<file path="config.mk">
export PLATFORM = sky130hd
export DESIGN_NAME = scan_set1_key_decoder
export DESIGN_NICKNAME = d
export VERILOG_FILES = /design/src/sv/sskd_pkg.sv /design/src/sv/scan_set1_key_decoder.sv
export VERILOG_INCLUDE_DIRS = /design/src /design/src/sv
export SDC_FILE = /design/constraint.sdc
export NUM_CORES = 1
export LEC_CHECK = 0
export BUFFER_PORTS_ARGS = -buffer_cell sky130_fd_sc_hd__buf_2
export CAP_MARGIN = 20
export CORE_MARGIN = 4
export CORE_UTILIZATION = 45
export DETAILED_ROUTE_END_ITERATION = 6
export GPL_ROUTABILITY_DRIVEN = 0
export PLACE_DENSITY = 0.64
export SLEW_MARGIN = 5
export SYNTH_ARGS = -nofsm -noshare
export SYNTH_HDL_FRONTEND = slang
export SYNTH_SLANG_ARGS = --single-unit
</file>
<file path="constraint.sdc">
create_clock -name clock -period 6.4 [get_ports clock]
set_clock_uncertainty 0.15 [all_clocks]
set_input_delay 0.32 -clock clock [delete_from_list [all_inputs] [get_ports clock]]
set_output_delay 0.32 -clock clock [all_outputs]
set_load 0.02 [all_outputs]
</file>
<file path="src/sv/assert_macros.svh">
// Assertion macros used by scan_set1_key_decoder.
// Depends on nothing; include by bare file name.
`ifndef ASSERT_MACROS_SVH
`define ASSERT_MACROS_SVH

// Check a property on the rising edge of clk, off while rst is high.
`define SSKD_ASSERT_CLK(lbl, clk, rst, prop, msg) \
   lbl: assert property (@(posedge clk) disable iff (rst) (prop)) else $error(msg);

// Check a property on clock, off while reset is high.
`define SSKD_ASSERT(lbl, prop, msg) \
   `SSKD_ASSERT_CLK(lbl, clock, reset, prop, msg)

`endif

</file>
<file path="src/sv/sskd_pkg.sv">
// Types, byte codes and keymap for the scan code set 1 key decoder.
// Depends on nothing; used by scan_set1_key_decoder.
`default_nettype none

package sskd_pkg;

   localparam logic [7:0] EXT_PREFIX   = 8'hE0;
   localparam logic [7:0] PAUSE_PREFIX = 8'hE1;

   typedef enum logic [2:0] {
      PH_IDLE = 3'd0,
      PH_EXT  = 3'd1,
      PH_P5   = 3'd2,
      PH_P4   = 3'd3,
      PH_P3   = 3'd4,
      PH_P2   = 3'd5,
      PH_P1   = 3'd6
   } phase_type;

   typedef struct packed {
      logic [7:0] scan_byte;
      logic       shift_held;
   } req_type;

   typedef struct packed {
      logic [6:0] key_code;
      logic       is_extended;
      logic       is_press;
      logic [6:0] ascii_char;
   } rsp_type;

   function automatic logic is_ignored(input logic [7:0] b);
      return (b == 8'h00) || (b == 8'hAA) || (b == 8'hEE) || (b == 8'hFA) ||
             (b == 8'hFC) || (b == 8'hFD) || (b == 8'hFE) || (b == 8'hFF);
   endfunction

   // {unshifted, shifted}
   function automatic logic [13:0] key_pair(input logic [6:0] code);
      logic [13:0] pair;
      unique case (code)
         7'h02: pair = {7'h31, 7'h21};
         7'h03: pair = {7'h32, 7'h40};
         7'h04: pair = {7'h33, 7'h23};
         7'h05: pair = {7'h34, 7'h24};
         7'h06: pair = {7'h35, 7'h25};
         7'h07: pair = {7'h36, 7'h5E};
         7'h08: pair = {7'h37, 7'h26};
         7'h09: pair = {7'h38, 7'h2A};
         7'h0A: pair = {7'h39, 7'h28};
         7'h0B: pair = {7'h30, 7'h29};
         7'h0C: pair = {7'h2D, 7'h5F};
         7'h0D: pair = {7'h3D, 7'h2B};
         7'h0E: pair = {7'h08, 7'h08};
         7'h0F: pair = {7'h09, 7'h09};
         7'h10: pair = {7'h71, 7'h51};
         7'h11: pair = {7'h77, 7'h57};
         7'h12: pair = {7'h65, 7'h45};
         7'h13: pair = {7'h72, 7'h52};
         7'h14: pair = {7'h74, 7'h54};
         7'h15: pair = {7'h79, 7'h59};
         7'h16: pair = {7'h75, 7'h55};
         7'h17: pair = {7'h69, 7'h49};
         7'h18: pair = {7'h6F, 7'h4F};
         7'h19: pair = {7'h70, 7'h50};
         7'h1A: pair = {7'h5B, 7'h7B};
         7'h1B: pair = {7'h5D, 7'h7D};
         7'h1C: pair = {7'h0A, 7'h0A};
         7'h1E: pair = {7'h61, 7'h41};
         7'h1F: pair = {7'h73, 7'h53};
         7'h20: pair = {7'h64, 7'h44};
         7'h21: pair = {7'h66, 7'h46};
         7'h22: pair = {7'h67, 7'h47};
         7'h23: pair = {7'h68, 7'h48};
         7'h24: pair = {7'h6A, 7'h4A};
         7'h25: pair = {7'h6B, 7'h4B};
         7'h26: pair = {7'h6C, 7'h4C};
         7'h27: pair = {7'h3B, 7'h3A};
         7'h28: pair = {7'h27, 7'h22};
         7'h29: pair = {7'h60, 7'h7E};
         7'h2B: pair = {7'h5C, 7'h7C};
         7'h2C: pair = {7'h7A, 7'h5A};
         7'h2D: pair = {7'h78, 7'h58};
         7'h2E: pair = {7'h63, 7'h43};
         7'h2F: pair = {7'h76, 7'h56};
         7'h30: pair = {7'h62, 7'h42};
         7'h31: pair = {7'h6E, 7'h4E};
         7'h32: pair = {7'h6D, 7'h4D};
         7'h33: pair = {7'h2C, 7'h3C};
         7'h34: pair = {7'h2E, 7'h3E};
         7'h35: pair = {7'h2F, 7'h3F};
         7'h39: pair = {7'h20, 7'h20};
         default: pair = 14'h0000;
      endcase
      return pair;
   endfunction

   function automatic logic [6:0] key_char(input logic [6:0] code, input logic shift);
      logic [13:0] pair;
      pair = key_pair(code);
      return shift ? pair[6:0] : pair[13:7];
   endfunction

endpackage

`default_nettype wire

</file>
<file path="src/sv/scan_set1_key_decoder.sv">
// Scan code set 1 key decoder: prefix tracking, key events, keymap lookup.
// Depends on sskd_pkg and assert_macros.svh.
//
// Takes one scan code byte per transaction and returns at most one key event
// per byte. A byte can be accepted every cycle unless the output is stalled;
// its event, if any, shows on the rsp_ side in the cycle after acceptance.
// The single output register sets the rate: a new byte is taken whenever it is
// empty or drained in the same cycle, so while rsp_ready holds high the rate is
// one byte per cycle. E0 marks the next event as extended, E1 swallows the five
// bytes after it, and filler bytes (00, AA, EE, FA, FC-FF) produce no event.
`default_nettype none

`include "assert_macros.svh"

module scan_set1_key_decoder (
   input  wire               clock,
   input  wire               reset,
   input  wire               req_valid,
   output logic              req_ready,
   input  sskd_pkg::req_type req_data,
   output logic              rsp_valid,
   input  wire               rsp_ready,
   output sskd_pkg::rsp_type rsp_data
);

   sskd_pkg::phase_type phase_ff, phase_in;
   logic                rsp_valid_ff, rsp_valid_in;
   sskd_pkg::rsp_type   rsp_data_ff;
   logic                accept;
   logic                emit;
   logic                ext;
   logic                ignored;
   logic                in_pause;

   assign req_ready = !rsp_valid_ff || rsp_ready;
   assign accept    = req_valid && req_ready;
   assign ignored   = sskd_pkg::is_ignored(req_data.scan_byte);
   assign in_pause  = (phase_ff == sskd_pkg::PH_P5) || (phase_ff == sskd_pkg::PH_P4) ||
                      (phase_ff == sskd_pkg::PH_P3) || (phase_ff == sskd_pkg::PH_P2) ||
                      (phase_ff == sskd_pkg::PH_P1);

   always_comb begin
      phase_in = phase_ff;
      emit     = 1'b0;
      ext      = 1'b0;
      if (accept) begin
         unique case (phase_ff)
            sskd_pkg::PH_EXT: begin
               phase_in = sskd_pkg::PH_IDLE;
               emit     = !ignored;
               ext      = 1'b1;
            end
            sskd_pkg::PH_P5: phase_in = sskd_pkg::PH_P4;
            sskd_pkg::PH_P4: phase_in = sskd_pkg::PH_P3;
            sskd_pkg::PH_P3: phase_in = sskd_pkg::PH_P2;
            sskd_pkg::PH_P2: phase_in = sskd_pkg::PH_P1;
            sskd_pkg::PH_P1: phase_in = sskd_pkg::PH_IDLE;
            default: begin
               phase_in = sskd_pkg::PH_IDLE;
               priority if (ignored) begin
                  emit = 1'b0;
               end else if (req_data.scan_byte == sskd_pkg::EXT_PREFIX) begin
                  phase_in = sskd_pkg::PH_EXT;
               end else if (req_data.scan_byte == sskd_pkg::PAUSE_PREFIX) begin
                  phase_in = sskd_pkg::PH_P5;
               end else begin
                  emit = 1'b1;
               end
            end
         endcase
      end
   end

   always_comb begin
      rsp_valid_in = rsp_valid_ff;
      if (accept) begin
         rsp_valid_in = emit;
      end else if (rsp_ready) begin
         rsp_valid_in = 1'b0;
      end
   end

   always_ff @(posedge clock) begin
      if (reset) begin
         phase_ff     <= sskd_pkg::PH_IDLE;
         rsp_valid_ff <= 1'b0;
      end else begin
         phase_ff     <= phase_in;
         rsp_valid_ff <= rsp_valid_in;
      end
   end

   always_ff @(posedge clock) begin
      if (accept && emit) begin
         rsp_data_ff.key_code    <= req_data.scan_byte[6:0];
         rsp_data_ff.is_extended <= ext;
         rsp_data_ff.is_press    <= !req_data.scan_byte[7];
         rsp_data_ff.ascii_char  <= sskd_pkg::key_char(req_data.scan_byte[6:0],
                                                       req_data.shift_held);
      end
   end

   assign rsp_valid = rsp_valid_ff;
   assign rsp_data  = rsp_data_ff;

   `SSKD_ASSERT(a_rsp_from_accept, $rose(rsp_valid_ff) |-> $past(accept), "event without transaction")
   `SSKD_ASSERT(a_pause_silent, (accept && in_pause) |=> !rsp_valid_ff, "event inside pause")
   `SSKD_ASSERT(a_ext_arm, (accept && (phase_ff == sskd_pkg::PH_IDLE) && (req_data.scan_byte == sskd_pkg::EXT_PREFIX)) |=> (phase_ff == sskd_pkg::PH_EXT), "prefix not armed")

endmodule

`default_nettype wire
</file>
Word level (Yosys, flattened, before mapping)
Memory sizes are Yosys's and may differ from the RTL's.
Cells that the tools add are included.
{"block": "word_totals", "output_inout_bits": 18, "mem_count": 1, "input_bits": 13, "reg_bits": 20, "rom_bits": 896}
{"name": "(name not given)", "depth": 64, "word_bits": 14, "rd": 1, "rd_clocked_by_memory_dff": 0, "wr": 0, "line": "sskd_pkg.sv:40", "text": "unique case (code)"}
{"block": "op_classes", "eq_ne": 15, "n_reduce_logical": 17, "mux": 14}
{"cell": "$eq A8 B8 Y1 const B", "n": 9}
{"cell": "$pmux W3 S5", "n": 1}
{"cell": "$mux W14", "n": 1}
{"cell": "$eq A3 B3 Y1 const B", "n": 3}
{"cell": "$logic_not A8 Y1", "n": 1}
{"cell": "$logic_or A1 B1 Y1", "n": 8}
{"cell": "$mux W1", "n": 7}
{"cell": "$mux W7", "n": 1}
{"cell": "$eq A3 B2 Y1 const B", "n": 2}
{"cell": "$mux W2", "n": 3}
{"cell": "$reduce_or A5 Y1", "n": 1}
{"cell": "$eq A3 B1 Y1 const B", "n": 1}
{"cell": "$logic_not A1 Y1", "n": 3}
{"cell": "$logic_and A1 B1 Y1", "n": 2}
{"cell": "$pmux W1 S2", "n": 1}
{"cell": "$reduce_bool A2 Y1", "n": 1}
{"cell": "$reduce_or A2 Y1", "n": 1}

Longest topological paths before layout
{"block": "depth", "word_depth": 12, "ltp_mapped": 7, "depth_no_buf": 6}

Least setup slack after synthesis
Ideal clock, no wire load.
{"block": "synth_path", "path_kind": "input to register", "start": "input req_data[2] (netlist bit)", "end": "register rsp_data_ff (netlist bit rsp_data[0]) (enable)", "t_required_ns": 5.877, "cell_stages": 7, "setup_ns": 0.373, "n_path_buf": 1, "slack_ns": 4.000, "t_arrival_ns": 1.876, "path_cell_list": "buf_2 -> inv_1 -> ha_1 -> nor2_1 -> nor4b_1 -> or4_1 -> and4_1"}
{"block": "synth_via", "elab_chain_len": 12}
{"element": "start: declaration", "line": "scan_set1_key_decoder.sv:20", "text": "input sskd_pkg::req_type req_data,"}
{"element": "$eq A8 B8 Y1 or $logic_not A8 Y1 (tied branches)", "line": "sskd_pkg.sv:33", "text": "return (b == 8'h00) || (b == 8'hAA) || (b == 8'hEE) || (b == 8'hFA) ||"}
{"element": "$logic_or A1 B1 Y1 (4 in a row)", "line": "sskd_pkg.sv:33"}
{"element": "$logic_or A1 B1 Y1 (3 in a row)", "line": "sskd_pkg.sv:34", "text": "(b == 8'hFC) || (b == 8'hFD) || (b == 8'hFE) || (b == 8'hFF);"}
{"element": "$mux W1 or $logic_not A1 Y1 (tied branches)", "line": "scan_set1_key_decoder.sv:60, scan_set1_key_decoder.sv:50"}
{"element": "$pmux W1 S2 *", "line": "scan_set1_key_decoder.sv:47", "text": "unique case (phase_ff)"}
{"element": "$mux W1 *", "line": "scan_set1_key_decoder.sv:46", "text": "if (accept) begin"}
{"element": "$logic_and A1 B1 Y1 *", "line": "scan_set1_key_decoder.sv:94", "text": "if (accept && emit) begin"}
{"element": "end: declaration", "line": "scan_set1_key_decoder.sv:28", "text": "sskd_pkg::rsp_type rsp_data_ff;"}
Every way passes the cells marked *; elsewhere a longest branch is shown, timed or not.
A chain may end at the register's enable or synchronous reset.

Worst setup path in the final report
{"block": "layout_path", "start": "input req_data[2] (netlist bit)", "end": "register rsp_data_ff (netlist bit rsp_data[12]) (enable)"}
Same word-level chain as after synthesis.

==> reports/results.tsv <==
stage	metric	value	unit
logic_synthesis	synth.area.top_cells	edfxtp_1, ha_1, dfxtp_1	
layout	final_cells	291	
logic_synthesis	ys_warn_count	0	
sta	tns	0	ns
global_routing	antenna_found_initial	0	
floorplan	fp.dieH	75.3	µm
logic_synthesis	yosysTopAreaCell	edfxtp_1	
route	wl_per_cell	17.6	µm
route	vias	1911	
route	routed_wirelength	5120	µm
clocking	clkTransAtPathRegs	0.07	ns
min_path	min_from	reset	
worst_setup_path	r2r-start	phase_ff[2]	
route	drc_errors	0	
sta	finalCriticalPeriod	2.69	ns
layout	fin_nets	265	
floorplan	initial_core_util	0.465	
sta	finalSetupViolCount	0	
logic_synthesis	yosysTopAreaCellShare	0.236	
logic_synthesis	ys_seq_area_frac	0.275	
sta	slew_viol_final	0	
logic_synthesis	synthArstFlopShare	0	
route	routed_via_density	6.57	
min_path	hold_path_class	in -> reg	
worst_setup_path	critPathKind	in -> reg	
placement	io_buffers	30	
worst_setup_path	crit_start	req_data[2]	
global_routing	grt_max_degree	48	
clocking	cts_hold_buf	0	
worst_setup_path	critPathLaunchType	input port	
route	final_antenna_net_count	0	
clocking	clock_latency	0.25	ns
worst_setup_path	end_kind	flop	
global_routing	grt_pass1_wl	8430	µm
floorplan	io_pins	31	
worst_setup_path	critPathRequiredTime	6.14	ns
clocking	post_cts_buffers	0	
logic_synthesis	yosysMostFrequentCell	edfxtp_1	
floorplan	dieArea	5670	µm²
layout	num-fill-cells	404	
logic_synthesis	syn_area	2040	µm²
global_routing	grt_usage	0.189	
run	drv_cap	0	
layout	diodes	0	
floorplan	rows	24	
sta	tightest_slew	0.829	ns
floorplan	core-area	4380	µm²
worst_setup_path	cp_max_fo	19	
outcome	outcome	completed	
logic_synthesis	syn_avg_cell_area	9.10	µm²
clocking	htree_num_levels	1	
sta	hold_viol	0	
clocking	cts_made_buffers	3	
clocking	cts.sink_count	20	
sta	period_share	0.420	
logic_synthesis	syn_inst	224	
logic_synthesis	synth-edff-count	16	
placement	placed_cells	287	
sta	rsz0062_at_grt	no	
route	drt_iter0_markers	261	
logic_synthesis	synth_nets	249	
clocking	cts_tree	done	
layout	area.growth.synth_to_final	7.24	%
layout	drive_above_1_share	0.197	
clocking	cts_resized	0	
logic_synthesis	yosys_register_bits	20	
route	dr.pass1.iters	4	
global_routing	grt_pass1_vias	1666	
pwr	p_per_area	158	nW/µm²
pwr	leakage	0.828	nW
logic_synthesis	ys_types	65	
sta	slew_headroom	0.447	
placement	dp_hpwl	3630	µm
global_routing	grt_overflow	0	
clocking	clock_path_buffers	2	
sta	fmax	0.372	GHz
pwr	irDropWorstVdd	0.0573	mV
logic_synthesis	synth_common_cells	edfxtp_1, inv_1, ha_1, nor2_1, nor2b_1	
worst_setup_path	arrival	2.42	ns
floorplan	die_x	75.3	µm
logic_synthesis	synth_ff_type	edfxtp_1	
clocking	root_buffer	clkbuf_8	
-- routing by layer --
layer | vias to the layer above | part of all wire | wire length (µm) | track usage
met4 | 0 | 0.0094 | 48 | 0.0602
met1 | 902 | 0.46 | 2360 | 0.290
met3 | 4 | 0.091 | 466 | 0.0106
li1 | 909 | - | - | -
met2 | 96 | 0.44 | 2250 | 0.282
met5 | - | 0 | 0 | 0
-- kinds of logic (layout without fill, tap and decap cells) --
| group | count (synthesis) | count (layout) | share of synthesized area |
|---|---|---|---|
| xor gates and xnor gates | 3 | 3 | 0.0129 |
| buffers and inverters | 34 | 49 | 0.0829 |
| adders and majority gates | 12 | 12 | 0.0737 |
| DFF | 20 | 20 | 0.275 |
| AOI/OAI and AO/OA | 76 | 76 | 0.286 |
| and+or+nand+nor | 68 | 68 | 0.201 |
| muxes | 11 | 11 | 0.0688 |
-- where the power goes --
part	total (mW)	switching [mW]	leakage [nW]	internal, mW
logic	0.113	0.0730	0.615	0.0399
clock network	0.0802	0.0376	0.0231	0.0426
registers	0.152	0.00179	0.190	0.151
total	0.346	0.112	0.828	0.233
-- final cells by class --
cell class / instances / area (µm²) / share of cell area
Inverter: 15 / 56.3 / 0.0258
Clock buffer: 3 / 41.3 / 0.0189
Timing Repair Buffer: 30 / 150 / 0.0687
Sequential cell: 20 / 561 / 0.256
Tap cell: 52 / 65.1 / 0.0298
Clock inverter: 1 / 3.75 / 0.00172
Multi-Input combinational cell: 170 / 1310 / 0.599
-- critical path, cell delays in order --
cell     delay, ns
buf_2         0.31
inv_1         0.23
ha_1          0.31
nor2_1        0.20
nor4b_1       0.22
or4_1         0.15
and4_1        0.65
-- per-stage QoR --
| step | hold WS, ns | power, mW | utilization | instance area [µm²] | setup slack [ns] |
|---|---|---|---|---|---|
| detailed placement | 0.423 | 0.266 | 0.488 | 2140 | 3.46 |
| CTS | 0.153 | 0.347 | 0.499 | 2190 | 3.73 |
| floorplan | 0.242 | 0.239 | - | 2040 | 4.00 |
| global route | 0.158 | 0.366 | 0.499 | 2190 | 3.52 |
| finish | 0.157 | 0.346 | 0.499 | 2190 | 3.71 |
| global placement | 0.421 | 0.267 | 0.488 | 2140 | 3.53 |
-- flip-flops by register name (all words and copies together), names as in the netlist --
register	flops
rsp_valid	1
phase_ff	3
rsp_data	16
-- worst paths after layout --
check,endpoint,slack (ns),cells past startpoint
worst min-delay path,phase_ff[2],0.16,2
worst max register to register,rsp_data[12],4.37,4
worst min register to register,phase_ff[2],0.45,1
worst max-delay path,rsp_data[12],3.71,7
-- layout by cell type (no fill, tap or decap), types with 3 or more instances in the layout --
master	n
a211oi_1	4
a21boi_0	3
a21oi_1	8
a221oi_1	4
a31oi_1	5
and2_1	4
buf_2	30
clkbuf_8	3
dfxtp_1	4
edfxtp_1	16
ha_1	12
inv_1	14
mux2_2	4
mux2i_1	5
nand2_1	9
nand2b_1	4
nand3_1	3
nand4_1	3
nor2_1	12
nor2b_1	11
nor3_1	7
o211ai_1	6
o21ai_0	9
o22ai_1	3
o311a_1	3
o31ai_1	3
o41ai_1	3
No activity file was read; power rests on OpenSTA's default activity.
